File: src/rtl/core/fdrq_pkg.sv
// ----------------------------------------------------------------------------
// fdrq_pkg
// Types and constants shared by the frame deferred release queue modules.
// ----------------------------------------------------------------------------
`timescale 1ns / 1ps

package fdrq_pkg;

  // Width of the frame latency register.
  localparam int LAT_W = 2;

  // Command codes of a request beat.
  localparam logic [1:0] CMD_START    = 2'd0;
  localparam logic [1:0] CMD_DEFER    = 2'd1;
  localparam logic [1:0] CMD_ADVANCE  = 2'd2;
  localparam logic [1:0] CMD_SHUTDOWN = 2'd3;

  typedef struct packed {
    logic [1:0]  command;
    logic [31:0] handle;
    logic [3:0]  release_kind;
    logic [15:0] context_tag;
  } req_t;

  typedef struct packed {
    logic [31:0] handle_res;
    logic [3:0]  release_kind_res;
    logic [15:0] context_tag_res;
    logic        immediate;
    logic        last;
  } res_t;

  // One stored bucket entry.
  typedef struct packed {
    logic [15:0] context_tag;
    logic [3:0]  release_kind;
    logic [31:0] handle;
  } entry_t;

  // Commands from the controller to the datapath.
  typedef struct packed {
    logic start;
    logic append;
    logic load_imm;
    logic advance;
    logic shutdown;
    logic rd;
    logic close;
    logic push;
    logic finish;
  } cmd_t;

  // Status from the datapath to the controller.
  typedef struct packed {
    logic active;
    logic room;
    logic req_kind_nz;
    logic more;
    logic at_end;
    logic rd_kind_nz;
    logic pend_valid;
    logic out_free;
  } status_t;

endpackage

File: src/rtl/core/frame_deferred_release_queue.sv
// ----------------------------------------------------------------------------
// frame_deferred_release_queue
// Start and stored defer beats finish in the idle state; an immediate release
// also passes the flush state. Advance and shutdown read and check each stored
// entry (one memory read port), close each drained bucket, end with the final
// flush and then take the next beat; output stalls can hold check and flush.
// Synchronous reset empties every bucket, selects bucket 0, sets the latency
// to 1 and leaves the block inactive; the bucket memory itself is not cleared.
// ----------------------------------------------------------------------------
`timescale 1ns / 1ps

module frame_deferred_release_queue #(
  parameter int QUEUE_DEPTH = 16,
  parameter int MAX_LATENCY = 3
) (
  input  logic                       clk,
  input  logic                       rst,
  input  logic                       cfg_write,
  input  logic [fdrq_pkg::LAT_W-1:0] cfg_data,
  input  logic                       req_valid,
  output logic                       req_stall,
  input  fdrq_pkg::req_t             req,
  output logic                       res_valid,
  input  logic                       res_stall,
  output fdrq_pkg::res_t             res
);

  // The controller walks each request through its phases: idle for start and
  // stored defers, a flush for immediate releases, a read/check loop over
  // bucket memory for advance and shutdown. Beats are only taken while idle.
  //
  // Results pass through a one-entry pending stage before the output register.
  // Because entries of release kind 0 produce nothing, the block cannot know
  // that a result is the final one until the drain has finished; holding each
  // result back by one lets the last flag be set correctly on the flush.

  fdrq_pkg::cmd_t    cmd;
  fdrq_pkg::status_t status;

  fdrq_ctrl u_ctrl (
    .clk         (clk),
    .rst         (rst),
    .req_valid   (req_valid),
    .req_command (req.command),
    .status      (status),
    .cmd         (cmd),
    .req_stall   (req_stall)
  );

  fdrq_datapath #(
    .QUEUE_DEPTH (QUEUE_DEPTH),
    .MAX_LATENCY (MAX_LATENCY)
  ) u_datapath (
    .clk       (clk),
    .rst       (rst),
    .cfg_write (cfg_write),
    .cfg_data  (cfg_data),
    .req       (req),
    .cmd       (cmd),
    .status    (status),
    .res_stall (res_stall),
    .res_valid (res_valid),
    .res       (res)
  );

  // Whenever a request beat can be taken, nothing is left in the pending stage.
  a_idle_pend_empty : assert property (@(posedge clk) disable iff (rst)
    !req_stall |-> !status.pend_valid)
    else $error("pending result left over while accepting requests");

  // A result that is not the last one means the drain is still running.
  a_not_last_busy : assert property (@(posedge clk) disable iff (rst)
    (res_valid && !res.last) |-> req_stall)
    else $error("non-final result shown while the block is idle");

  // An accepted start leaves the block active.
  a_start_active : assert property (@(posedge clk) disable iff (rst)
    (req_valid && !req_stall && req.command == fdrq_pkg::CMD_START) |=> status.active)
    else $error("block not active after start");

  // An accepted shutdown leaves the block inactive.
  a_shutdown_inactive : assert property (@(posedge clk) disable iff (rst)
    (req_valid && !req_stall && req.command == fdrq_pkg::CMD_SHUTDOWN) |=> !status.active)
    else $error("block still active after shutdown");

endmodule

File: src/rtl/core/fdrq_ctrl.sv
// ----------------------------------------------------------------------------
// fdrq_ctrl
// Controller that sequences request beats, bucket drains and the final flush.
// ----------------------------------------------------------------------------
`timescale 1ns / 1ps

module fdrq_ctrl (
  input  logic               clk,
  input  logic               rst,
  input  logic               req_valid,
  input  logic [1:0]         req_command,
  input  fdrq_pkg::status_t  status,
  output fdrq_pkg::cmd_t     cmd,
  output logic               req_stall
);

  localparam logic [1:0] S_IDLE  = 2'd0;
  localparam logic [1:0] S_READ  = 2'd1;
  localparam logic [1:0] S_CHECK = 2'd2;
  localparam logic [1:0] S_FLUSH = 2'd3;

  logic [1:0] state;
  logic [1:0] state_next;

  always_comb begin
    cmd        = '0;
    state_next = state;
    unique case (state)
      S_IDLE: begin
        if (req_valid) begin
          unique case (req_command)
            fdrq_pkg::CMD_START: begin
              cmd.start = 1'b1;
            end
            fdrq_pkg::CMD_DEFER: begin
              if (status.active && status.room) begin
                cmd.append = 1'b1;
              end else if (status.req_kind_nz) begin
                cmd.load_imm = 1'b1;
                state_next   = S_FLUSH;
              end
            end
            fdrq_pkg::CMD_ADVANCE: begin
              if (status.active) begin
                cmd.advance = 1'b1;
                state_next  = S_READ;
              end
            end
            fdrq_pkg::CMD_SHUTDOWN: begin
              if (status.active) begin
                cmd.shutdown = 1'b1;
                state_next   = S_READ;
              end
            end
          endcase
        end
      end
      S_READ: begin
        if (status.more) begin
          cmd.rd     = 1'b1;
          state_next = S_CHECK;
        end else begin
          cmd.close = 1'b1;
          if (status.at_end) begin
            state_next = S_FLUSH;
          end
        end
      end
      S_CHECK: begin
        if (!status.rd_kind_nz) begin
          state_next = S_READ;
        end else if (!status.pend_valid || status.out_free) begin
          cmd.push   = 1'b1;
          state_next = S_READ;
        end
      end
      S_FLUSH: begin
        if (!status.pend_valid) begin
          state_next = S_IDLE;
        end else if (status.out_free) begin
          cmd.finish = 1'b1;
          state_next = S_IDLE;
        end
      end
    endcase
  end

  always_ff @(posedge clk) begin
    if (rst) begin
      state <= S_IDLE;
    end else begin
      state <= state_next;
    end
  end

  assign req_stall = (state != S_IDLE);

endmodule

File: src/rtl/core/fdrq_datapath.sv
// ----------------------------------------------------------------------------
// fdrq_datapath
// Bucket memory, bucket counts, ring index and the pending and output stages.
// ----------------------------------------------------------------------------
`timescale 1ns / 1ps

module fdrq_datapath #(
  parameter int QUEUE_DEPTH = 16,
  parameter int MAX_LATENCY = 3
) (
  input  logic                         clk,
  input  logic                         rst,
  input  logic                         cfg_write,
  input  logic [fdrq_pkg::LAT_W-1:0]   cfg_data,
  input  fdrq_pkg::req_t               req,
  input  fdrq_pkg::cmd_t               cmd,
  output fdrq_pkg::status_t            status,
  input  logic                         res_stall,
  output logic                         res_valid,
  output fdrq_pkg::res_t               res
);

  localparam int DEPTH = MAX_LATENCY * QUEUE_DEPTH;
  localparam int AW    = (DEPTH > 1) ? $clog2(DEPTH) : 1;
  localparam int BW    = (MAX_LATENCY > 1) ? $clog2(MAX_LATENCY) : 1;
  localparam int CW    = $clog2(QUEUE_DEPTH + 1);
  localparam int LW    = fdrq_pkg::LAT_W;

  localparam logic [AW-1:0] QD     = AW'(QUEUE_DEPTH);
  localparam logic [CW-1:0] QCNT   = CW'(QUEUE_DEPTH);
  localparam logic [BW-1:0] LAST_B = BW'(MAX_LATENCY - 1);

  fdrq_pkg::entry_t mem [DEPTH];
  fdrq_pkg::entry_t rdata;

  logic [CW-1:0] counts [MAX_LATENCY];
  logic [BW-1:0] bucket;
  logic [BW-1:0] end_bucket;
  logic [CW-1:0] idx;
  logic [LW-1:0] latency;
  logic [LW-1:0] latency_next;
  logic          active;
  logic          pend_valid;
  logic          out_valid;
  fdrq_pkg::res_t pend;
  fdrq_pkg::res_t out;

  logic [CW-1:0] cur_count;
  logic [AW-1:0] wr_addr;
  logic [AW-1:0] rd_addr;
  logic [BW-1:0] bucket_adv;
  logic          out_free;

  // Step the ring index modulo the latency by repeated subtraction; the
  // incremented index never exceeds MAX_LATENCY.
  function automatic logic [BW-1:0] next_bucket(input logic [BW-1:0] b,
                                                 input logic [LW-1:0] lat);
    logic [BW:0] v;
    logic [BW:0] l;
    v = {1'b0, b} + (BW + 1)'(1);
    l = (BW + 1)'(lat);
    for (int k = 0; k < MAX_LATENCY; k++) begin
      if (v >= l) begin
        v = v - l;
      end
    end
    return v[BW-1:0];
  endfunction

  always_comb begin
    if (cfg_data == '0) begin
      latency_next = LW'(1);
    end else if (int'(cfg_data) > MAX_LATENCY) begin
      latency_next = LW'(MAX_LATENCY);
    end else begin
      latency_next = cfg_data;
    end
  end

  assign cur_count  = counts[bucket];
  assign wr_addr    = AW'(bucket) * QD + AW'(cur_count);
  assign rd_addr    = AW'(bucket) * QD + AW'(idx);
  assign bucket_adv = next_bucket(bucket, latency);
  assign out_free   = !out_valid || !res_stall;

  // Bucket memory with a registered read port.
  always_ff @(posedge clk) begin
    if (cmd.append) begin
      mem[wr_addr] <= '{context_tag:  req.context_tag,
                        release_kind: req.release_kind,
                        handle:       req.handle};
    end
    if (cmd.rd) begin
      rdata <= mem[rd_addr];
    end
  end

  always_ff @(posedge clk) begin
    if (rst) begin
      active     <= 1'b0;
      bucket     <= '0;
      latency    <= LW'(1);
      pend_valid <= 1'b0;
      out_valid  <= 1'b0;
      for (int i = 0; i < MAX_LATENCY; i++) begin
        counts[i] <= '0;
      end
    end else begin
      if (cfg_write) begin
        latency <= latency_next;
      end
      if (cmd.start) begin
        for (int i = 0; i < MAX_LATENCY; i++) begin
          counts[i] <= '0;
        end
        bucket <= '0;
        active <= 1'b1;
      end
      if (cmd.append) begin
        counts[bucket] <= cur_count + CW'(1);
      end
      if (cmd.advance) begin
        bucket <= bucket_adv;
      end
      if (cmd.shutdown) begin
        bucket <= '0;
        active <= 1'b0;
      end
      if (cmd.close) begin
        counts[bucket] <= '0;
        if (!status.at_end) begin
          bucket <= bucket + BW'(1);
        end
      end
      // A new result may replace the one taken in the same cycle.
      if ((cmd.push && pend_valid) || cmd.finish) begin
        out_valid <= 1'b1;
      end else if (res_valid && !res_stall) begin
        out_valid <= 1'b0;
      end
      if (cmd.load_imm || cmd.push) begin
        pend_valid <= 1'b1;
      end else if (cmd.finish) begin
        pend_valid <= 1'b0;
      end
    end
  end

  always_ff @(posedge clk) begin
    if (cmd.advance) begin
      end_bucket <= bucket_adv;
      idx        <= '0;
    end
    if (cmd.shutdown) begin
      end_bucket <= LAST_B;
      idx        <= '0;
    end
    if (cmd.rd) begin
      idx <= idx + CW'(1);
    end
    if (cmd.close) begin
      idx <= '0;
    end
    if (cmd.load_imm) begin
      pend <= '{handle_res:       req.handle,
                release_kind_res: req.release_kind,
                context_tag_res:  req.context_tag,
                immediate:        1'b1,
                last:             1'b0};
    end
    if (cmd.push) begin
      pend <= '{handle_res:       rdata.handle,
                release_kind_res: rdata.release_kind,
                context_tag_res:  rdata.context_tag,
                immediate:        1'b0,
                last:             1'b0};
      if (pend_valid) begin
        out <= pend;
      end
    end
    if (cmd.finish) begin
      out <= '{handle_res:       pend.handle_res,
               release_kind_res: pend.release_kind_res,
               context_tag_res:  pend.context_tag_res,
               immediate:        pend.immediate,
               last:             1'b1};
    end
  end

  assign status.active      = active;
  assign status.room        = (cur_count < QCNT);
  assign status.req_kind_nz = (req.release_kind != 4'd0);
  assign status.more        = (idx < cur_count);
  assign status.at_end      = (bucket == end_bucket);
  assign status.rd_kind_nz  = (rdata.release_kind != 4'd0);
  assign status.pend_valid  = pend_valid;
  assign status.out_free    = out_free;

  assign res_valid = out_valid;
  assign res       = out;

endmodule
File: config.mk
export PLATFORM = sky130hd
export DESIGN_NAME = frame_deferred_release_queue
export DESIGN_NICKNAME = d
export VERILOG_FILES = /design/src/rtl/core/fdrq_pkg.sv /design/src/rtl/core/frame_deferred_release_queue.sv /design/src/rtl/core/fdrq_ctrl.sv /design/src/rtl/core/fdrq_datapath.sv
export SDC_FILE = /design/constraint.sdc
export NUM_CORES = 2
export LEC_CHECK = 0
export ABC_AREA = 1
export BUFFER_PORTS_ARGS = -buffer_cell sky130_fd_sc_hd__buf_2
export CELL_PAD_IN_SITES_DETAIL_PLACEMENT = 1
export CELL_PAD_IN_SITES_GLOBAL_PLACEMENT = 2
export CORE_ASPECT_RATIO = 1.75
export CORE_MARGIN = 4
export CORE_UTILIZATION = 43
export CTS_BUF_LIST = sky130_fd_sc_hd__clkbuf_2 sky130_fd_sc_hd__clkbuf_4 sky130_fd_sc_hd__clkbuf_8
export DETAILED_ROUTE_END_ITERATION = 6
export MAX_ROUTING_LAYER = met4
export PLACE_DENSITY_LB_ADDON = 0.15
export SLEW_MARGIN = 20
export SYNTH_ARGS = -nofsm -noshare
export SYNTH_HDL_FRONTEND = slang
export SYNTH_HIERARCHICAL = 1
export SYNTH_SLANG_ARGS = --single-unit
File: constraint.sdc
create_clock -name clk -period 7 [get_ports clk]
set_clock_uncertainty 0.15 [all_clocks]
set_input_delay 0.35 -clock clk [delete_from_list [all_inputs] [get_ports clk]]
set_output_delay 0.35 -clock clk [all_outputs]
set_load 0.01 [all_outputs]
Word level (Yosys, flattened, before mapping):

Memory sizes are Yosys's and may differ from the RTL's. A register that Yosys moved wholly into a read port is not among the register bits.
Index checks and enable logic that the tools add are counted.

* output and inout bits: 56
* logic and storage cells: 152
* memories kept: 2
* input port bits: 61
* register bits: 123
* RAM bits: 2511

* reduce and logical (&&, ||, !) cells: 28
* bitwise operators: 4
* eq/ne operators: 15
* $add $sub $neg: 9
* muxes and demuxes: 72
* $lt $le $gt $ge: 5

Memory list
* u_datapath.mem: words 48, bits a word 52, read ports 1, clocked after Yosys merged registers in 1, wr ports 1, RTL line fdrq_datapath.sv:33 `fdrq_pkg::entry_t mem [DEPTH];`
* u_datapath.counts: words 3, bits a word 5, read ports 1, clocked after Yosys merged registers in 1, wr ports 3, RTL line fdrq_datapath.sv:36 `logic [CW-1:0] counts [MAX_LATENCY];`

Operator list (count)
* $mux W54: 5
* $mux W5: 10
* $mux W2: 21
* $mux W1: 32
* $ne A3 B3 Y1 const B: 6
* $add A6 B5 Y6: 2
* $reduce_bool A2 Y1: 6
* $add A5 B1 Y5 const B: 2
* $ge A3 B2 Y1: 3
* $eq A2 B2 Y1 const B: 4
* $pmux W2 S4: 1
* $reduce_and A8 Y1: 1
* $reduce_bool A4 Y1: 2
* $logic_not A2 Y1: 3
* $mux W3: 2
* $sub A3 B2 Y3: 2
* $lt A5 B5 Y1: 1
* $lt A5 B5 Y1 const B: 1
* $reduce_or A5 Y1: 1
* $eq A2 B1 Y1 const B: 2
* $logic_or A1 B1 Y1: 4
* $or A1 B1 Y1: 4
* $pmux W2 S2: 1
* $reduce_and A2 Y1: 2
* other kinds (10): 15

Logic depth before layout (Yosys ltp):

* depth in word-level cells: 12
* gate-level depth with buffers: 28
* depth with buffers taken out: 28

Hierarchy:

The synthesis kept the hierarchy.

By module, submodules not included
* fdrq_datapath: instances 1, cells each 7626, area an instance 104646.6 sq um, seq. area each 80587.3 sq um
* fdrq_ctrl: instances 1, cells each 49, area an instance 240.2 sq um, seq. area each 40.0 sq um

Worst setup path before layout:

No wires, ideal clock.

* kind: reg-to-reg
* start point: register u_datapath.bucket[0]
* end point: memory u_datapath/mem[7][0] (netlist name) (enable)
* data required time: 6260 ps
* path slack: -224 ps
* cell stages (with the launch flop): 8
* clock period less this slack: 7224 ps
* setup time: 590 ps
* buffers on the path: 1
* data arrival time: 6484 ps
* cell sequence: dfxtp_1 buf_4 nand2_1 a32oi_1 ha_1 xnor2_1 inv_1 nor4_1

* word-level cells in the longest chain between the ends: 1

RTL lines
* start, declared: RTL line fdrq_datapath.sv:37 `logic [BW-1:0] bucket;`
* start signal, assigned: RTL line fdrq_datapath.sv:123 `bucket <= bucket_adv;`
* start signal, assigned: RTL line fdrq_datapath.sv:132 `bucket <= bucket + BW'(1);`
* $add A6 B5 Y6: RTL line fdrq_datapath.sv:81 `assign wr_addr = AW'(bucket) * QD + AW'(cur_count);`
* end, declared: RTL line fdrq_datapath.sv:33

No other way between the ends.

Final worst setup path:

* start point: register u_datapath.bucket[1]
* end point: register u_datapath.bucket[0]

* word-level cells in the longest chain between the ends: 11
* elaborated cells between the ends (all ways): 15
* those cells by class: add/sub (4); order compare (3); eq/ne (1); mux (7)

RTL lines
* $add A2 B1 Y3: RTL line fdrq_datapath.sv:60 `v = {1'b0, b} + (BW + 1)'(1);`
* $sub A3 B2 Y3 / $ge A3 B2 Y1 (equally long branches): RTL line fdrq_datapath.sv:64, fdrq_datapath.sv:63
* $mux W3: RTL line fdrq_datapath.sv:63 `if (v >= l) begin`
* $sub A3 B2 Y3 / $ge A3 B2 Y1 (equally long branches): RTL line fdrq_datapath.sv:64, fdrq_datapath.sv:63
* $mux W3: RTL line fdrq_datapath.sv:63
* $ge A3 B2 Y1 / $sub A2 B2 Y2 (equally long branches): RTL line fdrq_datapath.sv:63, fdrq_datapath.sv:64
* $mux W2: RTL line fdrq_datapath.sv:63
* $mux W2: RTL line fdrq_datapath.sv:122 `if (cmd.advance) begin`
* $mux W2: RTL line fdrq_datapath.sv:125 `if (cmd.shutdown) begin`
* $mux W2: RTL line fdrq_datapath.sv:131 `if (!status.at_end) begin`
* $mux W2 (*): RTL line fdrq_datapath.sv:129 `if (cmd.close) begin`

Every way passes the cells marked *; elsewhere a longest branch is shown, timed or not.
A chain may end at the register's enable or synchronous reset.

==> flow_summary_export.csv <==
group,metric,value,unit
setup_path,rr_startpoint,"u_datapath/bucket[1]",
die,fp.dieH,661,um
yosys,syn_inst,7675,
die,fp.dieW,381,um
timing,rsz0062_at_grt,"false",
setup_path,path_class,"flip-flop to flip-flop",
yosys,netlist-cell-type-count,38,
yosys,synthesis.nets,7755,
setup_path,reg2reg_setup_slack,0.98,ns
timing,max_freq,0.166,GHz
timing,timing_hold_violations_final,0,
detailed_routing,first_iter_violations,6761,
yosys,yosys-top-cells-area,"edfxtp_1, o21ai_0, nor2_1",
die,die-area,252000,um2
final_layout,layout_common_cells,"edfxtp_1, nor2_1, o21ai_0",
clock_network,clockBufferDepth,4,
final_layout,finalNonFillerCells,11450,
hold_path,hold_class,"input pin to flip-flop",
hold_path,holdPathStages,3,
placed_design,place_inst,10666,
setup_path,start_kind,"flip-flop",
clock_network,clockRootBuffer,"clkbuf_8",
global_routing,antenna_found_initial,15,
clock_network,post_cts_buffers,0,
setup_path,required,7.72,ns
global_routing,first_global_vias,70968,
clock_network,clock_latency,0.98,ns
hold_path,min_to,"u_datapath/active",
detailed_routing,drcViolationCount,0,
clock_network,htree_levels,5,
setup_path,critPathMaxStageDelay,0.72,ns
setup_path,worstSetupStartpoint,"u_datapath/bucket[1]",
clock_network,cts_sinks,2691,
die,ios,117,
yosys,avgSynthCellArea,13.7,um2
timing,worst_slew_pin_slew,1.21,ns
timing,fin_tns_setup,0,ns
final_layout,drive_above_1_share,11.8,%
setup_path,cpMostUsedCell,"nand2_1",
setup_path,r2r_end,"u_datapath/bucket[0]",
global_routing,grtUsageTotal,29.1,%
detailed_routing,viasPerCell,6.04,
timing,min_period,6.02,ns
global_routing,grt_pass1_wl,516,mm
setup_path,end_kind,"flip-flop",
timing,drv_slew,0,
placed_design,port_buffers,116,
die,core,243000,um2
pwr,power_density,372,nW/um2
setup_path,crit_fanout,10,
yosys,syn_area,105000,um2
die,rows,239,
final_layout,synthToLayoutAreaGrowth,12.1,%
final_layout,nNetsFinal,7969,
placed_design,post-dp-hpwl,204,mm
detailed_routing,ant_nets,0,
clock_network,cts_tree,"built",
yosys,synth_seq_cells,2691,
run_status,status,"completed",
final_layout,final_util,48.5,%
yosys,yosysTopAreaCell,"edfxtp_1",
die,start_util,43.2,%
detailed_routing,wire_per_inst,31.7,um
timing,setup_viol,0,
setup_path,reg2reg_depth,30,
pwr,leakage,37.3,nW
setup_path,crit_arrival,6.74,ns
timing,slew_headroom,19.3,%
timing,timing.hold.ws,0.156,ns
run,maxCapViolations,0,
detailed_routing,routed_wl,363,mm
detailed_routing,first_pass_iters,5,
pwr,p_total,43.7,mW
yosys,ys_seq_area_share,76.9,%
clock_network,path_clk_slew,0.07,ns
yosys,yosys.area.top_type_share,76.5,%
final_layout,final_common_cell,"edfxtp_1",
yosys,synth_warnings,6,
hold_path,min-delay-start,"rst",
global_routing,grt_max_degree,169,
placed_design,gp_congestion,0.809,
detailed_routing,vias,69130,
pwr,vdd_drop_max,0.000350,V
timing,period_share,86.0,%
global_routing,grt_overflow,0,
setup_path,cp_slowest_cell,"dfxtp_1",
clock_network,numCtsBuffers,396,
clock_network,ctsResizeCount,0,
-- worst max path at each step --
stage,end,cells after the start
after detailed placement,u_datapath/mem[40][20],11
final,u_datapath/bucket[0],30
after global routing,u_datapath/bucket[0],30
after CTS,u_datapath/bucket[0],30
after global placement,u_datapath/mem[46][20],11
after floorplan,u_datapath/mem[7][0],7
-- stage by stage --
stage / instance area (um2) / worst slack [ns]
6_report: 118000 / 0.978
5_1_grt: 118000 / 0.464
4_1_cts: 117000 / 0.977
3_5_place_dp: 109000 / 1.93
3_3_place_gp: 109000 / 1.94
2_1_floorplan: 105000 / -0.224
-- cell usage after synthesis --
cell type and number:
a21oi_1 84, a21oi_2 1, a31o_1 52, a31oi_1 52
a32oi_1 1, a32oi_2 2, buf_1 14, buf_2 137
buf_4 21, buf_6 14, clkbuf_1 366, dfxtp_1 18
edfxtp_1 2673, fa_1 3, ha_1 16, inv_1 117
inv_2 9, inv_4 2, nand2_1 459, nand2_2 3
nand3_1 219, nand3b_1 1, nand4_1 42, nor2_1 1393
nor2_2 3, nor2_4 1, nor3_1 12, nor3_2 1
nor3b_1 1, nor4_1 2, o211ai_1 65, o21a_1 2
o21ai_0 1190, o21ai_1 65, o221ai_1 247, o22ai_1 383
xnor2_1 3, xor2_1 1
-- worst max-delay path, delay by kind of cell, from the launching register on --
family,cells,cell delay (ns)
simple gates,12,0.97
fa+ha+maj,4,1.42
flops,1,0.72
buf+inv,11,2.25
compound gates,3,0.40
-- final cells by class --
| cell class | instances | area, um2 |
|---|---|---|
| fillers | 24141 | 125000 |
| flip-flops and latches | 2691 | 80600 |
| multi-input cells | 4304 | 21800 |
| clock buffers | 515 | 6400 |
| well taps | 3253 | 4070 |
| repair buffers | 368 | 3290 |
| clock inverters | 181 | 902 |
| inverters | 128 | 532 |
| diodes | 10 | 25.0 |
-- report_power, final --
| group | switching (mW) | leakage, nW | internal, mW | total, mW |
|---|---|---|---|---|
| clock | 6.05 | 3.88 | 6.09 | 12.1 |
| sequential | 0.271 | 24.3 | 18.2 | 18.4 |
| combinational | 9.88 | 9.09 | 3.25 | 13.1 |
| total | 16.2 | 37.3 | 27.5 | 43.7 |
-- state kept, by name (all words and copies together) (netlist names) --
signal / count
u_datapath/rdata: 52
u_datapath/res_valid: 1
u_datapath/mem: 2496
u_datapath/res: 54
u_ctrl/state: 2
u_datapath/bucket: 2
u_datapath/pend_valid: 1
u_datapath/end_bucket: 2
u_datapath/idx: 5
u_datapath/active: 1
u_datapath/pend: 53
u_datapath/counts: 20
u_datapath/latency: 2
-- metal layers --
| metal | GRT usage, % | part of all wire (%) |
|---|---|---|
| met4 | 9.33 | 3.4 |
| met5 | - | 0 |
| met2 | 50.1 | 51 |
| met3 | 3.17 | 5.7 |
| met1 | 36.3 | 39 |
-- logic make-up after synthesis --
kind of cell	after synthesis	share of synthesized area [%]
buffers and inverters	680	2.78
flip-flops	2691	76.9
XOR/XNOR	4	0.0334
adder cells (fa/ha/maj)	19	0.248
AND/OR/NAND/NOR	2137	8.06
AO/OA/AOI/OAI	2144	12.0
-- repair_timing --
item	CTS	global route
setup endpoints to repair	0	0
hold buffers	74	0
hold endpoints to repair	2568	0
Note: power is estimated with default switching activity, not from simulation.
